File: config.mk
export PLATFORM = sky130hd
export DESIGN_NAME = palr_front_flat
export DESIGN_NICKNAME = d
export VERILOG_FILES = /design/src/sv/polyline_arc_length_resampler_assert.svh /design/src/sv/palr_pkg.sv /design/src/sv/palr_req_if.sv /design/src/sv/palr_front.sv /design/src/flat_wrapper.sv
export SDC_FILE = /design/constraint.sdc
export NUM_CORES = 1
export LEC_CHECK = 0
export BUFFER_PORTS_ARGS = -buffer_cell sky130_fd_sc_hd__buf_2
export CAP_MARGIN = 40
export CORE_MARGIN = 5
export CORE_UTILIZATION = 35
export DETAILED_ROUTE_END_ITERATION = 8
export MAX_ROUTING_LAYER = met4
export PLACE_DENSITY = 0.58
export SLEW_MARGIN = 20
export SYNTH_ARGS = -nofsm -noshare
export SYNTH_HDL_FRONTEND = slang
export SYNTH_SLANG_ARGS = --single-unit
File: constraint.sdc
create_clock -name clock -period 6.7 [get_ports clock]
set_input_delay 0 -clock clock [delete_from_list [all_inputs] [get_ports clock]]
set_output_delay 0 -clock clock [all_outputs]
set_load 0.02 [all_outputs]
File: src/sv/polyline_arc_length_resampler_assert.svh
// Assertion macros shared by the resampler RTL.
`ifndef POLYLINE_ARC_LENGTH_RESAMPLER_ASSERT_SVH
`define POLYLINE_ARC_LENGTH_RESAMPLER_ASSERT_SVH
`ifndef SYNTHESIS
`define PALR_ASSERT_IMP(label, clk, rst, ante, cons) \
   label: assert property (@(posedge clk) disable iff (rst) (ante) |-> (cons)) \
      else $error("palr assertion failed");
`define PALR_ASSERT_NXT(label, clk, rst, ante, cons) \
   label: assert property (@(posedge clk) disable iff (rst) (ante) |=> (cons)) \
      else $error("palr assertion failed");
`else
`define PALR_ASSERT_IMP(label, clk, rst, ante, cons)
`define PALR_ASSERT_NXT(label, clk, rst, ante, cons)
`endif
`endif

File: src/sv/palr_pkg.sv
package palr_pkg;
   localparam int CoordW   = 16;
   localparam int LenW     = 26;
   localparam int SqW      = 35;
   localparam int SqrtTop  = 32;
   localparam int RootW    = 18;
   localparam int NumW     = 44;
   localparam int CfgW     = 7;
   localparam int IdxW     = 6;
   localparam int CsrAddrW = 2;
   localparam int CsrDataW = 32;

   localparam logic [CsrAddrW-1:0] CsrAddrSampleCount = 2'd0;
   localparam logic [CfgW-1:0]     SampleCountReset   = 7'd16;

   typedef struct packed {
      logic signed [CoordW-1:0] point_x;
      logic signed [CoordW-1:0] point_y;
      logic signed [CoordW-1:0] point_z;
      logic                     last_point;
   } req_type;

   typedef struct packed {
      logic signed [CoordW-1:0] sample_x;
      logic signed [CoordW-1:0] sample_y;
      logic signed [CoordW-1:0] sample_z;
      logic [IdxW-1:0]          sample_index;
      logic                     truncated;
      logic                     last_sample;
   } rsp_type;

   typedef struct packed {
      logic signed [CoordW-1:0] x;
      logic signed [CoordW-1:0] y;
      logic signed [CoordW-1:0] z;
   } point_type;

   typedef struct packed {
      logic    valid;
      req_type data;
   } queue_type;
endpackage

File: src/sv/palr_req_if.sv
interface palr_req_if;
   import palr_pkg::*;
   logic    valid;
   logic    ready;
   req_type data;
   modport source(output valid, output data, input ready);
   modport sink(input valid, input data, output ready);
endinterface

File: src/sv/palr_front.sv
module palr_front (
   input  logic             clock,
   input  logic             reset,
   palr_req_if.sink         req,
   output palr_pkg::queue_type q_out,
   input  logic             q_ready
);
   import palr_pkg::*;

   req_type    entry_ff [2];
   logic       wr_ptr_ff, wr_ptr_in;
   logic       rd_ptr_ff, rd_ptr_in;
   logic [1:0] cnt_ff, cnt_in;
   logic       push, pop;

   assign req.ready = (cnt_ff != 2'd2);
   assign push = req.valid && req.ready;
   assign pop  = q_out.valid && q_ready;
   assign q_out = '{valid: (cnt_ff != 2'd0), data: entry_ff[rd_ptr_ff]};

   always_comb begin
      wr_ptr_in = push ? !wr_ptr_ff : wr_ptr_ff;
      rd_ptr_in = pop ? !rd_ptr_ff : rd_ptr_ff;
      cnt_in    = cnt_ff + {1'b0, push} - {1'b0, pop};
   end

   always_ff @(posedge clock) begin
      if (push) begin
         entry_ff[wr_ptr_ff] <= req.data;
      end
      if (reset) begin
         wr_ptr_ff <= 1'b0;
         rd_ptr_ff <= 1'b0;
         cnt_ff    <= 2'd0;
      end else begin
         wr_ptr_ff <= wr_ptr_in;
         rd_ptr_ff <= rd_ptr_in;
         cnt_ff    <= cnt_in;
      end
   end
endmodule

File: src/flat_wrapper.sv
// flat-port wrapper written by rule: the top's interface ports become plain ports
module palr_front_flat import palr_pkg::*;
  (clock, reset, q_out, q_ready, req_valid, req_data, req_ready);
  palr_req_if req_i ();
  input  logic clock;
  input  logic reset;
  output palr_pkg::queue_type q_out;
  input  logic q_ready;
  input wire logic [$bits(req_i.valid)-1:0] req_valid;
  input wire logic [$bits(req_i.data)-1:0] req_data;
  output wire logic [$bits(req_i.ready)-1:0] req_ready;
  assign req_i.valid = req_valid;
  assign req_i.data = req_data;
  assign req_ready = req_i.ready;
  palr_front u_core (.clock(clock), .reset(reset), .req(req_i), .q_out(q_out), .q_ready(q_ready));
endmodule
Yosys cells after proc, flatten, opt, wreduce, memory -nomap -nowiden
Memory sizes are Yosys's and may differ from the RTL's. A register that Yosys moved wholly into a read port is not among the register bits.
Cells that the tools add are included.
W data, S select, Z words.

cells by class
  reductions and logical operators = 5
  $add $sub $neg = 2
  muxes and demuxes = 4
  equality and inequality tests = 1

operator list
  cell                  count
  $mux W1               4
  $add A2 B1 Y2         1
  $logic_and A1 B1 Y1   2
  $logic_not A1 Y1      2
  $ne A2 B2 Y1 const B  1
  $reduce_bool A2 Y1    1
  $sub A2 B1 Y2         1

storage, ports and cells
  bits of input ports = 53
  memories = 1
  register bits after elaboration = 4
  output and inout bits = 51
  memory bits (writable) = 98

memory list
  name             words  width  rd ports  clocked after Yosys merged registers in  wr ports  RTL line          text
  u_core.entry_ff  2      49     1         1                                        1         palr_front.sv:10  req_type entry_ff [2];

Longest topological paths before layout
  depth after elaboration = 4
  gate-level depth with buffers = 7
  gate-level depth less buffers = 7

Worst setup path after synthesis
No wires, ideal clock.

  path kind = register -> register
  start point = register u_core.cnt_ff[0]
  end point = memory u_core.entry_ff[0][0] (netlist name) (enable)
  path buffers = 0
  cell stages (with the launch flop) = 4
  arrival time = 3.010 ns
  required time = 6.238 ns
  slack = 3.228 ns
  clock period less this slack = 3.472 ns
  cells stage by stage = dfxtp_1 > nand2b_1 > and2_1 > nor2b_1

between the ends
  cells in the longest elaborated chain, start to end = 4

ends and longest elaborated chain
  item                           RTL line            text
  from (decl)                    palr_front.sv:13    logic [1:0] cnt_ff, cnt_in;
  from (signal assigned)         palr_front.sv:38    cnt_ff <= cnt_in;
  $ne A2 B2 Y1                   palr_front.sv:16    assign req.ready = (cnt_ff != 2'd2);
  via req_ready                  flat_wrapper.sv:11  output wire logic [$bits(req_i.ready)-1:0] req_ready;
  $logic_and A1 B1 Y1            palr_front.sv:17    assign push = req.valid && req.ready;
  via u_core.push                palr_front.sv:14    logic push, pop;
  $mux W1                        palr_front.sv:28    if (push) begin
  $mux W1 (implied by the code)  palr_front.sv:29    entry_ff[wr_ptr_ff] <= req.data;
  to (decl)                      palr_front.sv:10

The timed path passes the listed nets, and every way through them passes these cells.

Worst setup path after layout
  start point = register u_core.cnt_ff[0]
  end point = memory u_core.entry_ff[1][16] (netlist name) (enable)

between the ends
  cells in the longest elaborated chain, start to end = 4

ends and longest elaborated chain
  item                           RTL line
  $ne A2 B2 Y1                   palr_front.sv:16
  $logic_and A1 B1 Y1            palr_front.sv:17
  $mux W1                        palr_front.sv:28
  $mux W1 (implied by the code)  palr_front.sv:29

Every way passes these cells.

==> flow_metrics.py <==
metrics = {
    "status": {
        "run_status": "finished, final reports clean",
    },
    "timing": {
        "final.period_utilization_pct": 29.1,
        "final.min_clock_period_ps": 1950,
        "setup_slack_ps": 4750,
        "rsz0062_at_grt": "false",
        "finalSetupViolCount": 0,
        "fmax_mhz": 512,
        "whs_ps": 95.3,
        "worst_pin_slew_ps": 712,
        "slew_violations": 0,
        "maxSlewHeadroom_pct": 52.6,
        "hold_violations": 0,
        "setup_tns_ps": 0,
        "fin_skew_ps": 10.7,
    },
    "place": {
        "dp_hpwl_microns": 4330,
        "port_buffers": 103,
        "dp_cells": 420,
        "dp_slack_ps": 4720,
        "gp_congestion": 0.782,
        "place_area_sq_um": 4490,
    },
    "yosys": {
        "synth_cell_types": 21,
        "synth_area_per_cell_sq_um": 21.3,
        "ys.warnings.count": 0,
        "synthCells": 179,
        "synth_nets": 234,
        "ys_ff_latch": 103,
        "yosysSeqAreaShare_pct": 79.7,
        "synth_area_sq_um": 3820,
    },
    "clock_tree": {
        "insertion_delay_ps": 350,
        "post-cts-setup-buffer-count": 0,
        "hold_buffers": 51,
        "cts_sinks": 103,
        "htreeDepth": 3,
        "cts_resized": 0,
        "clock_path_buffers": 2,
        "root_buffer": "clkbuf_8",
        "cts_buffers": 9,
        "clkSlewWorstSetupHoldPaths_ps": 100,
        "cts_tree": "yes",
    },
    "worst_setup_path": {
        "cpMaxStageDelayCell": "and3_2",
        "worstSetupPathType": "flip-flop to flip-flop",
        "ff2ff_path_depth": 3,
        "startpoint_type": "flip-flop",
        "path_cells": "nand2b_1 -> and3_2 -> buf_4",
        "cp_max_fo": 27,
        "worstReg2RegEnd": "u_core.entry_ff[1][16]$_DFFE_PP_",
        "end_kind": "flip-flop",
        "rrSetupSlack_ps": 4750,
        "critical-path-max-stage-delay_ps": 590,
        "cp-endpoint": "u_core.entry_ff[1][16]$_DFFE_PP_",
        "worstPathArrival_ps": 1960,
        "required_ps": 6710,
        "r2r_start": "u_core.cnt_ff[0]$_SDFF_PP0_",
        "crit_start": "u_core.cnt_ff[0]$_SDFF_PP0_",
    },
    "drt": {
        "drt_wl_total_microns": 7030,
        "first_pass_iters": 4,
        "drt_first_iter_violations": 79,
        "vias_per_cell": 4.29,
        "drtAntennaViolNets": 0,
        "avgRoutedWirePerCell_microns": 14.4,
        "vias": 2088,
        "drc": 0,
    },
    "finish": {
        "area_growth_pct": 36.0,
        "mostFrequentLayoutCell": "buf_2",
        "layout.cells.non_filler": 487,
        "drive_gt1_share_pct": 49.6,
        "final_cell_mix": "103 x buf_2, 98 x edfxtp_1, 51 x dlygate4sd3_1, 39 x mux2_2, 10 x mux2_4",
        "final_area_sq_um": 5190,
        "final_nets": 397,
        "diodes": 0,
    },
    "grt": {
        "grt_max_degree": 50,
        "antenna_found_initial": 0,
        "track_usage_pct": 11.5,
        "grt_pass1_vias": 2318,
        "grt_pass1_wl_microns": 11200,
        "overflow": 0,
    },
    "floorplanning": {
        "dieWidth_microns": 114,
        "fp-row-count": 38,
        "core_area_sq_um": 10700,
        "ioPinCount": 104,
        "die_h_microns": 114,
        "start_util_pct": 35.5,
        "dieArea_sq_um": 13100,
    },
    "worst_hold_path": {
        "min_path_type": "input pin to flip-flop",
        "min-delay-start": "q_ready",
    },
    "power_and_ir_drop": {
        "power-per-cell-area_nw_per_um2": 341,
        "power_leakage_nw": 1.97,
        "ir_drop_mv": 0.252,
    },
    "flow_run": {
        "max_cap_viol_count": 0,
    },
}
==> flip-flops by register name, indices dropped and copies added (netlist names), named ones only <==
| signal | count |
|---|---|
| u_core.cnt_ff | 2 |
| u_core.wr_ptr_ff | 1 |
| u_core.rd_ptr_ff | 1 |
| u_core.entry_ff | 98 |
==> power breakdown <==
group | switching [mW] | internal [mW]
logic | 0.324 | 0.241
clock network | 0.196 | 0.171
registers | 0.0233 | 0.815
==> cell families (layout without fill, tap and decap cells) <==
family                   after synthesis  after routing  synth area share (%)
AO/OA/AOI/OAI                          2              2                 0.328
XOR/XNOR                               2              2                 0.459
adder cells (fa/ha/maj)                2              2                 0.655
buffers and inverters                  7            175                  1.47
flip-flops                           103            103                  79.7
multiplexers                          49             49                  15.4
AND/OR/NAND/NOR                       14             14                  1.97
==> metal layers <==
layer / wire [microns] / share of wire [%] / track usage, %
met1: 3040 / 43 / 13.7
met4: 117 / 1.7 / 4.67
met2: 3490 / 50 / 18.8
met3: 380 / 5.4 / 2.96
met5: 0 / 0 / -
==> synth_stat cells, drive strengths merged <==
library cell | n | share of area (%)
edfxtp | 98 | 77
dfxtp | 5 | 2.6
inv | 2 | 0.20
or2 | 1 | 0.16
nor3 | 1 | 0.13
xnor2 | 1 | 0.23
and2 | 2 | 0.33
nand2b | 2 | 0.33
buf | 5 | 1.3
o21ai | 1 | 0.13
nor2b | 2 | 0.33
o21a | 1 | 0.20
mux2 | 49 | 15
and3 | 1 | 0.16
ha | 2 | 0.66
nand3 | 1 | 0.13
nor2 | 4 | 0.39
xor2 | 1 | 0.23
==> how the worst min path moves through the flow <==
| stage | end | cells after the start |
|---|---|---|
| 6_report | u_core.rd_ptr_ff$_SDFFE_PP0P_ | 4 |
| 5_1_grt | u_core.rd_ptr_ff$_SDFFE_PP0P_ | 4 |
| 3_5_place_dp | u_core.entry_ff[0][19]$_DFFE_PP_ | 1 |
| 4_1_cts | u_core.rd_ptr_ff$_SDFFE_PP0P_ | 4 |
| 3_3_place_gp | u_core.entry_ff[0][19]$_DFFE_PP_ | 1 |
| 2_1_floorplan | u_core.cnt_ff[0]$_SDFF_PP0_ | 1 |
==> area by class of cell <==
| class | instances | area (sq um) |
|---|---|---|
| Tap cell | 140 | 175 |
| Clock buffer | 10 | 128 |
| Timing Repair Buffer | 157 | 1050 |
| Sequential cell | 103 | 3040 |
| Fill cell | 951 | 5550 |
| Clock inverter | 6 | 61.3 |
| Inverter | 2 | 7.51 |
| Multi-Input combinational cell | 69 | 728 |
==> through the flow <==
stage / utilization, % / power (mW)
3_3_place_gp: 41.8 / 1.40
3_5_place_dp: 41.8 / 1.41
6_report: 48.3 / 1.77
2_1_floorplan: - / 1.25
5_1_grt: 48.3 / 1.87
4_1_cts: 48.3 / 1.80
==> critical path: cells and delay by family (launching register included) <==
| family | cells | cell delay, ps |
|---|---|---|
| and+or+nand+nor | 2 | 770 |
| buffers and inverters | 1 | 460 |
| DFF | 1 | 370 |
Power figures use the tool's default switching activity.
